`config.mk`:
```
export PLATFORM = sky130hd
export DESIGN_NAME = ycbcr_to_rgb_sample_packer
export DESIGN_NICKNAME = d
export VERILOG_FILES = /design/src/design/ycp_pkg.sv /design/src/design/ycp_matrix.sv /design/src/design/ycp_round_sat.sv /design/src/design/ycp_packer.sv /design/src/design/ycbcr_to_rgb_sample_packer.sv
export SDC_FILE = /design/constraint.sdc
export NUM_CORES = 2
export LEC_CHECK = 0
export ABC_AREA = 1
export BUFFER_PORTS_ARGS = -buffer_cell sky130_fd_sc_hd__buf_2
export CAP_MARGIN = 20
export CORE_MARGIN = 5
export CORE_UTILIZATION = 37
export CTS_BUF_LIST = sky130_fd_sc_hd__clkbuf_8
export CTS_CLUSTER_DIAMETER = 100
export DETAILED_ROUTE_END_ITERATION = 8
export GPL_ROUTABILITY_DRIVEN = 0
export SLEW_MARGIN = 20
export SYNTH_ARGS = -nofsm -noshare
export SYNTH_HDL_FRONTEND = slang
export SYNTH_SLANG_ARGS = --single-unit
export TNS_END_PERCENT = 1
```
`constraint.sdc`:
```
create_clock -name clk -period 50.8 [get_ports clk]
set_clock_uncertainty 0.1 [all_clocks]
set_input_delay 12.7 -clock clk [delete_from_list [all_inputs] [get_ports clk]]
set_output_delay 12.7 -clock clk [all_outputs]
set_load 0.02 [all_outputs]
```
`src/design/ycp_pkg.sv`:
```
// Shared types, constants and helpers for the YCbCr to RGB sample packer.
`timescale 1ns / 1ps

package ycp_pkg;

    localparam int SAMPLE_W   = 32;
    localparam int PREC_W     = 6;
    localparam int CFG_DATA_W = 6;
    localparam int CFG_ADDR_W = 2;
    localparam int CHROMA_W   = 34;   // centered chroma, signed
    localparam int COEF_W     = 18;
    localparam int FRAC_W     = 16;
    localparam int PROD_W     = 52;   // coefficient products and green sum
    localparam int TRUNC_W    = 36;   // truncated offsets and luma sums

    localparam logic [CFG_ADDR_W-1:0] REG_PRECISION  = 2'd0;
    localparam logic [CFG_ADDR_W-1:0] REG_WIDTH_CODE = 2'd1;
    localparam logic [CFG_ADDR_W-1:0] REG_BIG_ENDIAN = 2'd2;

    localparam logic [1:0] WIDTH_8  = 2'd0;
    localparam logic [1:0] WIDTH_16 = 2'd1;

    localparam logic [PREC_W-1:0] PRECISION_RESET  = 6'd8;
    localparam logic [PREC_W-1:0] PRECISION_MAX    = 6'd32;
    localparam logic [1:0]        WIDTH_CODE_RESET = WIDTH_8;

    // 1.402, 0.344, 0.714, 1.772 in Q16
    localparam logic signed [COEF_W-1:0] COEF_CR_R = 18'sd91881;
    localparam logic signed [COEF_W-1:0] COEF_CB_G = 18'sd22544;
    localparam logic signed [COEF_W-1:0] COEF_CR_G = 18'sd46793;
    localparam logic signed [COEF_W-1:0] COEF_CB_B = 18'sd116130;

    typedef struct packed {
        logic [SAMPLE_W-1:0] luma;
        logic [SAMPLE_W-1:0] blue_diff;
        logic [SAMPLE_W-1:0] red_diff;
    } pixel_t;

    typedef struct packed {
        logic [SAMPLE_W-1:0] red;
        logic [SAMPLE_W-1:0] green;
        logic [SAMPLE_W-1:0] blue;
    } rgb_t;

    typedef struct packed {
        logic [PREC_W-1:0] precision;
        logic [1:0]        sample_width_code;
        logic              big_endian;
    } cfg_t;

    typedef struct packed {
        logic [SAMPLE_W-1:0]      luma;
        logic signed [PROD_W-1:0] r_prod;
        logic signed [PROD_W-1:0] g_prod;
        logic signed [PROD_W-1:0] b_prod;
    } prod_t;

    // precision 0 acts as 1, above 32 acts as 32
    function automatic logic [PREC_W-1:0] clamp_precision(input logic [PREC_W-1:0] p);
        logic [PREC_W-1:0] r;
        r = p;
        if (p == '0)
            r = 6'd1;
        else if (p > PRECISION_MAX)
            r = PRECISION_MAX;
        return r;
    endfunction

endpackage

```
`src/design/ycp_matrix.sv`:
```
// Chroma centering, coefficient multiplies and green sum (three stages).
`timescale 1ns / 1ps

module ycp_matrix (
    input  logic           clk,
    input  logic           rst_n,
    input  ycp_pkg::cfg_t  cfg,
    input  logic           pixel_valid,
    output logic           pixel_stall,
    input  ycp_pkg::pixel_t pixel,
    output logic           prod_valid,
    input  logic           prod_stall,
    output ycp_pkg::prod_t prod
);
    import ycp_pkg::*;

    logic                       s1_valid_reg, s1_valid_next;
    logic [SAMPLE_W-1:0]        s1_luma_reg, s1_luma_next;
    logic signed [CHROMA_W-1:0] s1_cb_reg, s1_cb_next;
    logic signed [CHROMA_W-1:0] s1_cr_reg, s1_cr_next;

    logic                       s2_valid_reg, s2_valid_next;
    logic [SAMPLE_W-1:0]        s2_luma_reg, s2_luma_next;
    logic signed [PROD_W-1:0]   s2_r_reg, s2_r_next;
    logic signed [PROD_W-1:0]   s2_gb_reg, s2_gb_next;
    logic signed [PROD_W-1:0]   s2_gr_reg, s2_gr_next;
    logic signed [PROD_W-1:0]   s2_b_reg, s2_b_next;

    logic                       s3_valid_reg, s3_valid_next;
    prod_t                      s3_prod_reg, s3_prod_next;

    logic adv1, adv2, adv3;
    logic [PREC_W-1:0]   prec;
    logic [CHROMA_W-1:0] offset;

    // a stage moves when it is empty or the one after it moves
    assign adv3 = !s3_valid_reg || !prod_stall;
    assign adv2 = !s2_valid_reg || adv3;
    assign adv1 = !s1_valid_reg || adv2;
    assign pixel_stall = !adv1;

    assign prec   = clamp_precision(cfg.precision);
    assign offset = CHROMA_W'(1) << (prec - 6'd1);

    always_comb
    begin
        s1_valid_next = adv1 ? pixel_valid : s1_valid_reg;
        s1_luma_next  = pixel.luma;
        s1_cb_next    = signed'({2'b00, pixel.blue_diff}) - signed'(offset);
        s1_cr_next    = signed'({2'b00, pixel.red_diff}) - signed'(offset);

        s2_valid_next = adv2 ? s1_valid_reg : s2_valid_reg;
        s2_luma_next  = s1_luma_reg;
        s2_r_next     = PROD_W'(s1_cr_reg) * PROD_W'(COEF_CR_R);
        s2_gb_next    = PROD_W'(s1_cb_reg) * PROD_W'(COEF_CB_G);
        s2_gr_next    = PROD_W'(s1_cr_reg) * PROD_W'(COEF_CR_G);
        s2_b_next     = PROD_W'(s1_cb_reg) * PROD_W'(COEF_CB_B);

        s3_valid_next       = adv3 ? s2_valid_reg : s3_valid_reg;
        s3_prod_next.luma   = s2_luma_reg;
        s3_prod_next.r_prod = s2_r_reg;
        s3_prod_next.g_prod = s2_gb_reg + s2_gr_reg;
        s3_prod_next.b_prod = s2_b_reg;
    end

    always_ff @(posedge clk or negedge rst_n)
    begin
        if (!rst_n)
        begin
            s1_valid_reg <= 1'b0;
            s2_valid_reg <= 1'b0;
            s3_valid_reg <= 1'b0;
        end
        else
        begin
            s1_valid_reg <= s1_valid_next;
            s2_valid_reg <= s2_valid_next;
            s3_valid_reg <= s3_valid_next;
        end
    end

    always_ff @(posedge clk)
    begin
        if (adv1)
        begin
            s1_luma_reg <= s1_luma_next;
            s1_cb_reg   <= s1_cb_next;
            s1_cr_reg   <= s1_cr_next;
        end
        if (adv2)
        begin
            s2_luma_reg <= s2_luma_next;
            s2_r_reg    <= s2_r_next;
            s2_gb_reg   <= s2_gb_next;
            s2_gr_reg   <= s2_gr_next;
            s2_b_reg    <= s2_b_next;
        end
        if (adv3)
            s3_prod_reg <= s3_prod_next;
    end

    assign prod_valid = s3_valid_reg;
    assign prod       = s3_prod_reg;

endmodule

```
`src/design/ycp_round_sat.sv`:
```
// Truncation toward zero, luma add and precision saturation (two stages).
`timescale 1ns / 1ps

module ycp_round_sat (
    input  logic           clk,
    input  logic           rst_n,
    input  ycp_pkg::cfg_t  cfg,
    input  logic           prod_valid,
    output logic           prod_stall,
    input  ycp_pkg::prod_t prod,
    output logic           sat_valid,
    input  logic           sat_stall,
    output ycp_pkg::rgb_t  sat
);
    import ycp_pkg::*;

    logic                      s4_valid_reg, s4_valid_next;
    logic [SAMPLE_W-1:0]       s4_luma_reg, s4_luma_next;
    logic signed [TRUNC_W-1:0] s4_r_reg, s4_r_next;
    logic signed [TRUNC_W-1:0] s4_g_reg, s4_g_next;
    logic signed [TRUNC_W-1:0] s4_b_reg, s4_b_next;

    logic                      s5_valid_reg, s5_valid_next;
    rgb_t                      s5_rgb_reg, s5_rgb_next;

    logic adv4, adv5;
    logic [PREC_W-1:0]   prec;
    logic [SAMPLE_W-1:0] ceiling;
    logic signed [TRUNC_W-1:0] luma_s;

    assign adv5 = !s5_valid_reg || !sat_stall;
    assign adv4 = !s4_valid_reg || adv5;
    assign prod_stall = !adv4;

    assign prec    = clamp_precision(cfg.precision);
    assign ceiling = SAMPLE_W'((33'(1) << prec) - 33'(1));
    assign luma_s  = signed'({4'b0000, s4_luma_reg});

    // Q16 product to integer, rounding toward zero
    function automatic logic signed [TRUNC_W-1:0] trunc_frac(input logic signed [PROD_W-1:0] p);
        logic signed [PROD_W-1:0] biased;
        biased = p + signed'(PROD_W'({FRAC_W{p[PROD_W-1]}}));
        return TRUNC_W'(biased >>> FRAC_W);
    endfunction

    function automatic logic [SAMPLE_W-1:0] saturate(input logic signed [TRUNC_W-1:0] v,
                                                     input logic [SAMPLE_W-1:0] ceil_v);
        logic [SAMPLE_W-1:0] r;
        if (v[TRUNC_W-1])
            r = '0;
        else if (v[TRUNC_W-2:0] > (TRUNC_W-1)'(ceil_v))
            r = ceil_v;
        else
            r = v[SAMPLE_W-1:0];
        return r;
    endfunction

    always_comb
    begin
        s4_valid_next = adv4 ? prod_valid : s4_valid_reg;
        s4_luma_next  = prod.luma;
        s4_r_next     = trunc_frac(prod.r_prod);
        s4_g_next     = trunc_frac(prod.g_prod);
        s4_b_next     = trunc_frac(prod.b_prod);

        s5_valid_next     = adv5 ? s4_valid_reg : s5_valid_reg;
        s5_rgb_next.red   = saturate(luma_s + s4_r_reg, ceiling);
        s5_rgb_next.green = saturate(luma_s - s4_g_reg, ceiling);
        s5_rgb_next.blue  = saturate(luma_s + s4_b_reg, ceiling);
    end

    always_ff @(posedge clk or negedge rst_n)
    begin
        if (!rst_n)
        begin
            s4_valid_reg <= 1'b0;
            s5_valid_reg <= 1'b0;
        end
        else
        begin
            s4_valid_reg <= s4_valid_next;
            s5_valid_reg <= s5_valid_next;
        end
    end

    always_ff @(posedge clk)
    begin
        if (adv4)
        begin
            s4_luma_reg <= s4_luma_next;
            s4_r_reg    <= s4_r_next;
            s4_g_reg    <= s4_g_next;
            s4_b_reg    <= s4_b_next;
        end
        if (adv5)
            s5_rgb_reg <= s5_rgb_next;
    end

    assign sat_valid = s5_valid_reg;
    assign sat       = s5_rgb_reg;

endmodule

```
`src/design/ycp_packer.sv`:
```
// Output register: width clamp and byte order of each sample word.
`timescale 1ns / 1ps

module ycp_packer (
    input  logic          clk,
    input  logic          rst_n,
    input  ycp_pkg::cfg_t cfg,
    input  logic          sat_valid,
    output logic          sat_stall,
    input  ycp_pkg::rgb_t sat,
    output logic          rgb_valid,
    input  logic          rgb_stall,
    output ycp_pkg::rgb_t rgb
);
    import ycp_pkg::*;

    logic out_valid_reg, out_valid_next;
    rgb_t out_rgb_reg, out_rgb_next;
    logic adv;

    function automatic logic [SAMPLE_W-1:0] pack_sample(input logic [SAMPLE_W-1:0] v,
                                                        input cfg_t c);
        logic [SAMPLE_W-1:0] w;
        unique case (c.sample_width_code)
            WIDTH_8:
            begin
                w = (v > 32'd255) ? 32'd255 : v;
            end
            WIDTH_16:
            begin
                w = (v > 32'd65535) ? 32'd65535 : v;
                if (c.big_endian)
                    w = {16'h0000, w[7:0], w[15:8]};
            end
            default:
            begin
                w = c.big_endian ? {v[7:0], v[15:8], v[23:16], v[31:24]} : v;
            end
        endcase
        return w;
    endfunction

    assign adv       = !out_valid_reg || !rgb_stall;
    assign sat_stall = !adv;

    always_comb
    begin
        out_valid_next     = adv ? sat_valid : out_valid_reg;
        out_rgb_next.red   = pack_sample(sat.red, cfg);
        out_rgb_next.green = pack_sample(sat.green, cfg);
        out_rgb_next.blue  = pack_sample(sat.blue, cfg);
    end

    always_ff @(posedge clk or negedge rst_n)
    begin
        if (!rst_n)
            out_valid_reg <= 1'b0;
        else
            out_valid_reg <= out_valid_next;
    end

    always_ff @(posedge clk)
    begin
        if (adv)
            out_rgb_reg <= out_rgb_next;
    end

    assign rgb_valid = out_valid_reg;
    assign rgb       = out_rgb_reg;

endmodule

```
`src/design/ycbcr_to_rgb_sample_packer.sv`:
```
// Top level: YCbCr to RGB conversion with sample packing, six-stage pipeline.
`timescale 1ns / 1ps

// Channel   Direction  Handshake                 Word
// pixel     in         pixel_valid/pixel_stall   luma, blue_diff, red_diff
// rgb       out        rgb_valid/rgb_stall       red, green, blue
// cfg       in         cfg_write                 cfg_index, cfg_data
//
// One pixel per clock sustained while rgb_stall is low. The accepting edge
// loads the first of six register stages (center, multiply, green sum,
// truncate, saturate, pack), and rgb_valid rises as the pack stage loads.
// Reset clears every valid bit and loads the config defaults (precision 8,
// 8-bit samples, little-endian). A stall on rgb backs up only as far as the
// first empty stage, so bubbles collapse and no word is lost or repeated.

module ycbcr_to_rgb_sample_packer (
    input  logic                               clk,
    input  logic                               rst_n,
    input  logic                               cfg_write,
    input  logic [ycp_pkg::CFG_ADDR_W-1:0]     cfg_index,
    input  logic [ycp_pkg::CFG_DATA_W-1:0]     cfg_data,
    input  logic                               pixel_valid,
    output logic                               pixel_stall,
    input  ycp_pkg::pixel_t                    pixel,
    output logic                               rgb_valid,
    input  logic                               rgb_stall,
    output ycp_pkg::rgb_t                      rgb
);
    import ycp_pkg::*;

    // configuration; only written while the pipe is empty, a rule on the user that the block leaves unchecked
    cfg_t cfg_reg, cfg_next;

    logic  prod_valid, prod_stall;
    prod_t prod;
    logic  sat_valid, sat_stall;
    rgb_t  sat;

    always_comb
    begin
        cfg_next = cfg_reg;
        if (cfg_write)
        begin
            unique case (cfg_index)
                REG_PRECISION:  cfg_next.precision         = cfg_data[PREC_W-1:0];
                REG_WIDTH_CODE: cfg_next.sample_width_code = cfg_data[1:0];
                REG_BIG_ENDIAN: cfg_next.big_endian        = cfg_data[0];
                default:        cfg_next = cfg_reg;   // unmapped index, ignored
            endcase
        end
    end

    always_ff @(posedge clk or negedge rst_n)
    begin
        if (!rst_n)
        begin
            cfg_reg.precision         <= PRECISION_RESET;
            cfg_reg.sample_width_code <= WIDTH_CODE_RESET;
            cfg_reg.big_endian        <= 1'b0;
        end
        else
        begin
            cfg_reg <= cfg_next;
        end
    end

    // stages 1-3: center chroma, Q16 multiplies, green sum
    ycp_matrix u_matrix (
        .clk         (clk),
        .rst_n       (rst_n),
        .cfg         (cfg_reg),
        .pixel_valid (pixel_valid),
        .pixel_stall (pixel_stall),
        .pixel       (pixel),
        .prod_valid  (prod_valid),
        .prod_stall  (prod_stall),
        .prod        (prod)
    );

    // stages 4-5: truncate toward zero, add luma, clamp to 0..2^prec-1
    ycp_round_sat u_round_sat (
        .clk        (clk),
        .rst_n      (rst_n),
        .cfg        (cfg_reg),
        .prod_valid (prod_valid),
        .prod_stall (prod_stall),
        .prod       (prod),
        .sat_valid  (sat_valid),
        .sat_stall  (sat_stall),
        .sat        (sat)
    );

    // stage 6: output width clamp and byte swap
    ycp_packer u_packer (
        .clk       (clk),
        .rst_n     (rst_n),
        .cfg       (cfg_reg),
        .sat_valid (sat_valid),
        .sat_stall (sat_stall),
        .sat       (sat),
        .rgb_valid (rgb_valid),
        .rgb_stall (rgb_stall),
        .rgb       (rgb)
    );

endmodule

```
# After elaboration in Yosys (flattened, before gate mapping)
# Index checks and enable logic that the tools add are counted.
totals:
  wordCells: 101
  regBits: 869
  in_bits: 109
classes:
  eq_ne: 3
  addsub: 11
  order_cmp: 10
  n_mul: 4
  reduce_logical: 20
  n_shift: 2
  n_mux: 20
ops:
  columns: ["op", "count"]
  rows:
  - ["32-bit 2-to-1 mux", 15]
  - ["32-bit case mux with 2 select lines", 3]
  - ["52-bit by 17-bit adder with 52-bit output", 3]
  - ["35-bit by 32-bit greater-than comparator with 1-bit output", 3]
  - ["34-bit by 17-bit multiplier with 51-bit output (second input constant)", 2]
  - ["32-bit by 16-bit greater-than comparator with 1-bit output (second input constant)", 3]
  - ["32-bit by 8-bit greater-than comparator with 1-bit output (second input constant)", 3]
  - ["33-bit by 36-bit adder with 36-bit output", 2]
  - ["33-bit by 34-bit subtractor with 34-bit output", 2]
  - ["52-bit adder", 1]
  - ["34-bit by 18-bit multiplier with 52-bit output (second input constant)", 1]
  - ["34-bit by 12-bit multiplier with 46-bit output (second input constant)", 1]
  - ["33-bit by 36-bit subtractor with 36-bit output", 1]
  - ["1-bit by 6-bit << shifter with 34-bit output (first input constant)", 1]
  - ["1-bit by 6-bit << shifter with 32-bit output (first input constant)", 1]
  - ["32-bit by 2-bit subtractor with 32-bit output (second input constant)", 1]
  - ["6-bit 2-to-1 mux", 2]
  - ["1-bit logical NOT", 8]
  - ["6-bit greater-than comparator (second input constant)", 1]
  - ["6-bit logical NOT", 1]
  - ["1-bit logical OR", 6]
  - ["2-bit AND reduction", 3]
  - ["6-bit by 1-bit subtractor with 6-bit output (second input constant)", 1]
  - ["2-bit by 1-bit == test with 1-bit output (second input constant)", 2]
  - ["other kinds (2)", 3]

# Depth between registers and ports, before layout
logic_depth:
  word_depth: 8
  mapped_depth: 35
  ltp_nobuf: 34

# Modules after synthesis
# A second synthesis with hierarchy kept.
hier_totals:
  hier_cells: 11542
  hier_area_um2: 92602.6
by_module_without_submodules:
  columns: ["module", "area_each_um2", "cells_per_inst", "n_inst"]
  rows:
  - ["ycp_matrix", 64001.4, 7747, 1]
  - ["ycp_round_sat", 22303.9, 3007, 1]
  - ["ycp_packer", 5903.2, 745, 1]
  - ["ycbcr_to_rgb_sample_packer", 394.1, 43, 1]

# Worst setup path after synthesis
# No wires, ideal clock.
synth_path:
  path_kind: "input port to output port"
  startpoint: "input rgb_stall"
  endpoint: "output pixel_stall"
  arrival_time_ns: 28.792
  cell_stages: 10
  path_slack_ns: 9.208
  required_ns: 38.000
  path_cell_list: "nand2_1 nor2_1 inv_1 nor2_1 inv_1 nor2_1 inv_1 nor2_1 inv_1 nor2_1"
synth_via:
  elab_chain_len: 8
synth_rtl:
  columns: ["item", "line_no", "rtl"]
  rows:
  - ["start: declaration", "ycbcr_to_rgb_sample_packer.sv:26", "input logic rgb_stall,"]
  - ["1-bit logical NOT", "ycp_packer.sv:43", "assign adv = !out_valid_reg || !rgb_stall;"]
  - ["1-bit logical OR", "ycp_packer.sv:43", null]
  - ["1-bit logical OR", "ycp_round_sat.sv:31", "assign adv5 = !s5_valid_reg || !sat_stall;"]
  - ["named net u_round_sat.adv5", "ycp_round_sat.sv:26", "logic adv4, adv5;"]
  - ["1-bit logical OR", "ycp_round_sat.sv:32", "assign adv4 = !s4_valid_reg || adv5;"]
  - ["named net u_round_sat.adv4", "ycp_round_sat.sv:26", null]
  - ["1-bit logical OR", "ycp_matrix.sv:37", "assign adv3 = !s3_valid_reg || !prod_stall;"]
  - ["named net u_matrix.adv3", "ycp_matrix.sv:32", "logic adv1, adv2, adv3;"]
  - ["1-bit logical OR", "ycp_matrix.sv:38", "assign adv2 = !s2_valid_reg || adv3;"]
  - ["named net u_matrix.adv2", "ycp_matrix.sv:32", null]
  - ["1-bit logical OR", "ycp_matrix.sv:39", "assign adv1 = !s1_valid_reg || adv2;"]
  - ["1-bit logical NOT", "ycp_matrix.sv:40", "assign pixel_stall = !adv1;"]
  - ["end: declaration", "ycbcr_to_rgb_sample_packer.sv:23", "output logic pixel_stall,"]
# The timed path passes the listed nets, and every way through them passes these cells.

# Final worst setup path
layout_path:
  startpoint: "input rgb_stall"
  endpoint: "output pixel_stall"
layout_via:
  elab_chain_len: 8
layout_rtl:
  columns: ["item", "line_no", "rtl"]
  rows:
  - ["1-bit logical NOT", "ycp_packer.sv:43", null]
  - ["1-bit logical OR", "ycp_packer.sv:43", null]
  - ["named net u_packer.adv", "ycp_packer.sv:19", "logic adv;"]
  - ["1-bit logical OR", "ycp_round_sat.sv:31", null]
  - ["named net u_round_sat.adv5", "ycp_round_sat.sv:26", null]
  - ["1-bit logical OR", "ycp_round_sat.sv:32", null]
  - ["named net u_round_sat.adv4", "ycp_round_sat.sv:26", null]
  - ["1-bit logical OR", "ycp_matrix.sv:37", null]
  - ["named net u_matrix.adv3", "ycp_matrix.sv:32", null]
  - ["1-bit logical OR", "ycp_matrix.sv:38", null]
  - ["named net u_matrix.adv2", "ycp_matrix.sv:32", null]
  - ["1-bit logical OR", "ycp_matrix.sv:39", null]
  - ["1-bit logical NOT", "ycp_matrix.sv:40", null]
# The timed path passes the listed nets, and every way through them passes these cells.

==> results.md <==
Floorplanning:
- The die is 476 um tall.
- The die covers 227000 um2.
- The standard cell core area is 217000 um2.
- In this run the core area contains 171 standard-cell rows.
- The effective utilization at floorplan is 37.1%.
- The number of top-level pins is 207.
- The floorplan die width is around 480 um.

Status:
- The checks that failed: design-rule violations.
- The run finished, with violations left.

Worst setup path:
- The standard cell with the maximum stage delay on the critical path is sky130_fd_sc_hd__inv_8.
- By startpoint and endpoint, the worst setup path is classified as in2out.
- Along the worst path, the maximum fanout reaches 122.
- The worst setup path is captured at an output port.
- The signal on the critical path passes through buf_2, nand2_4, nor2_1, clkinv_2, nor2_1, inv_6, nor2_1, inv_8, nor2_1, inv_8, nor2_1, buf_2.
- Counting both buffers and inverters, the worst setup path holds a total of 6.
- STA puts the critical path data required time at 38000 ps.
- The worst setup path is launched from a primary input.
- The largest single stage delay on the critical path is 560 ps.
- The worst register-to-register path has a setup slack of 43240 ps.
- The cell seen most often among critical-path stages is sky130_fd_sc_hd__nor2_1.
- The endpoint arrival time on the critical path is 15900 ps.
- Grouping stages by cell kind, the critical path spends the most delay in buffers and inverters.

Yosys:
- The largest family of logic cells by synthesized area is adder cells.
- The share of the synthesized netlist area taken by xor and xnor gates is under 10%.
- The portion of synthesized cell area occupied by the leading cell type is 31.3%.
- The post-synthesis instance area is 80500 um2.
- The mean post-synth cell area is 9.48 um2.
- After synthesis the netlist holds a flip-flop and latch count of 853.
- The sequential fraction of the synthesis area is 31.7%.
- Summing the areas of all fa, ha and maj instances in the mapped netlist gives between 30% and 40% of the synthesized area.
- The share of the synthesized area in compound gates (AO/OA/AOI/OAI) is 8.83%.
- The count of mapped cells out of synthesis is about 8500.
- The synthesized netlist contains 64 unique library cells.
- The synthesized netlist devotes around an eighth of its cell area to simple gates.
- For this run, the number of Yosys warnings is 0.
- The top cell type by total area after synthesis is sky130_fd_sc_hd__edfxtp_1.
- After synthesis, the cell types taking the most area are sky130_fd_sc_hd__edfxtp_1 31%, sky130_fd_sc_hd__fa_1 19%, sky130_fd_sc_hd__ha_1 15%.
- The number of enable flip-flop cells after synthesis is 838.
- The portion of netlist area occupied by mux cells is 0.0140%.
- The most used flip-flop cell after synthesis is sky130_fd_sc_hd__edfxtp_1.
- For this run, asynchronously set or reset flops after synthesis account for roughly 1.8%.

Layout:
- The register with the most flip-flops in the layout has 183 of them.
- The fraction of final layout cells with drive strength greater than 1 is 5.58%.
- The most common cell after layout, fill and taps aside is sky130_fd_sc_hd__inv_1.
- The top cell types in the final layout, fill and taps aside, are 1666 x sky130_fd_sc_hd__inv_1, 1269 x sky130_fd_sc_hd__nand2_1, 960 x sky130_fd_sc_hd__ha_1.
- Relative to the synthesized area, the layout overhead comes to 9.48%.
- The final net count is 10600.

Routing:
- After detailed routing, the average wire length per cell comes to 20.0 um.
- The final wirelength is 236000 um.
- The length of routed met3 wiring is 18700 um.
- Once detail routing completed, the nets flagged for antenna violations numbered 0.
- The DRC violation count after routing is 4.
- In this run, the number of DRC markers left after iteration 0 of detailed routing was 5024.
- For this block, wires on met1 add up to 96700 um.
- The via count of the routed design is 60600.
- The highest layer touched by signal routing is met5.
- After detailed routing, the number of vias per cell comes to roughly 5.
- Detailed routing placed a total of between 100000 and 150000 um of wire on met2.
- The number of detailed-routing iterations run before antenna repair is 9.

GRT:
- The overall fraction of global-route tracks in use is 20.6%.
- The number of global-route vias before repair was around 62000.
- The first global-routing pass estimated 361000 um of wire.
- The residual overflow from global routing is 0.
- The initial antenna violation count was 25.
- Entering global routing, the biggest net connects 123 pins.

CTS:
- Buffers inserted during clock tree synthesis total 147.
- The number of cells upsized or downsized after cts is 0.
- The deepest level of the CTS H-tree is 4.
- Counting along the longest clock path gives a buffer depth of 3.
- CTS placed an instance of sky130_fd_sc_hd__clkbuf_8 at the clock tree root.
- The number of sinks driven by the clock tree is around 850.
- TritonCTS built the clock tree.
- The number of buffers added to fix hold violations after cts is 0.
- The register clock-pin slew on the reported worst setup and hold paths is roughly 60 ps.
- At the later pin of the worst-skew pair, clock insertion delay measures 900 ps.
- Once the clock tree was built, the setup fixing pass inserted 0 buffers.

STA:
- The max-slew violation count is 0.
- The sum of negative setup slack is 0 ps.
- Of the available clock period, the critical path in the final layout requires approximately 56%.
- The remaining max-slew budget at the tightest pin is 25.8%.
- The slew of the pin with the lowest slew margin is 1110 ps.
- Setup violations remaining at the end of the flow were counted as 0.
- Setup repair after global routing left no endpoint under its margin.
- The total count of hold-check failures in the final report came to 0.
- The shortest period the worst path allows is 28700 ps.
- The top achievable clock speed is 0.0348 GHz.

Placed design:
- After legalization and detailed placement, the total HPWL measured about 200000 um.
- In this run the tool buffered the top-level ports with ~210 buffer cells.

Job:
- The tool flagged a number of max-cap violations equal to 0.

Min path:
- The path class of the lowest-slack min-delay path is reg2reg.
-- cell usage after synthesis, types with 4 or more instances --
master and number:
sky130_fd_sc_hd__inv_1 1622, sky130_fd_sc_hd__nand2_1 1272, sky130_fd_sc_hd__ha_1 960, sky130_fd_sc_hd__edfxtp_1 838
sky130_fd_sc_hd__fa_1 748, sky130_fd_sc_hd__nor2_1 704, sky130_fd_sc_hd__a21oi_1 626, sky130_fd_sc_hd__xor2_1 318
sky130_fd_sc_hd__o21ai_0 296, sky130_fd_sc_hd__nand3_1 254, sky130_fd_sc_hd__xnor2_1 159, sky130_fd_sc_hd__nand4_1 85
sky130_fd_sc_hd__nor3_1 71, sky130_fd_sc_hd__a31oi_1 61, sky130_fd_sc_hd__clkbuf_1 45, sky130_fd_sc_hd__nor4_1 41
sky130_fd_sc_hd__o21a_1 39, sky130_fd_sc_hd__o22ai_1 39, sky130_fd_sc_hd__o2111ai_1 29, sky130_fd_sc_hd__a21o_1 25
sky130_fd_sc_hd__buf_2 25, sky130_fd_sc_hd__o221ai_1 22, sky130_fd_sc_hd__o211ai_1 19, sky130_fd_sc_hd__a21boi_0 18
sky130_fd_sc_hd__o21bai_1 18, sky130_fd_sc_hd__a22oi_1 17, sky130_fd_sc_hd__dfrtp_1 14, sky130_fd_sc_hd__o31ai_1 14
sky130_fd_sc_hd__a211oi_1 11, sky130_fd_sc_hd__and3_1 10, sky130_fd_sc_hd__inv_2 8, sky130_fd_sc_hd__nand2_2 7
sky130_fd_sc_hd__nand3b_1 7, sky130_fd_sc_hd__clkinv_1 6, sky130_fd_sc_hd__nor2_2 6, sky130_fd_sc_hd__or2_2 6
sky130_fd_sc_hd__a221oi_1 5, sky130_fd_sc_hd__o21ai_1 4
-- cell type report --
class / count / area [um2]
diodes: 13 / 32.5
repair buffers: 248 / 1350
flip-flops and latches: 853 / 25500
clock buffers: 150 / 2060
well taps: 2854 / 3570
multi-input cells: 5926 / 48500
inverters: 1636 / 6160
fillers: 21200 / 129000
clock inverters: 115 / 841
-- worst paths after layout --
| check | from | to | depth (start not counted) |
|---|---|---|---|
| worst max-delay path | rgb_stall | pixel_stall | 12 |
| worst min-delay path | u_matrix.s2_luma_reg[23]$_DFFE_PP_ | u_matrix.prod[179]$_DFFE_PP_ | 0 |
| worst max register to register | u_matrix.s1_cr_reg[11]$_DFFE_PN_ | u_matrix.s2_gr_reg[48]$_DFFE_PP_ | 22 |
| worst min register to register | u_matrix.s2_luma_reg[23]$_DFFE_PP_ | u_matrix.prod[179]$_DFFE_PP_ | 0 |
| max in group asynchronous | rst_n | cfg_reg[1]$_DFFE_PN0P_ | 1 |
| min in group asynchronous | rst_n | u_round_sat.sat_valid$_DFFE_PN0P_ | 1 |
-- kinds of logic (layout without fill, tap and decap cells) --
family	after synthesis	count (layout)
muxes	1	1
AOI/OAI and AO/OA	1259	1259
xor gates and xnor gates	477	477
and+or+nand+nor	2477	2477
other	1	17
buffers and inverters	1709	2149
adders and majority gates	1708	1708
DFF	853	853
-- routing by layer --
metal,track usage (%),up-vias
met3,4.66,548
met2,33.2,2373
li1,-,28700
met5,0.798,-
met4,10.5,8
met1,25.9,28900
-- through the flow --
step	utilization [%]	cell area, um2	std cells	hold slack (ps)	setup WS, ps
after floorplan	-	80500	8488	300	9210
after global placement	39.3	85100	11500	300	21960
after detailed placement	39.3	85100	11500	305	21890
after CTS	40.6	88000	11800	292	21890
after global routing	40.6	88100	11800	304	21690
final	40.6	88100	11800	299	22100
Power is left out: the tool's default activity adds up to more than one toggle a clock period on the data nets, which glitch-free logic cannot reach.
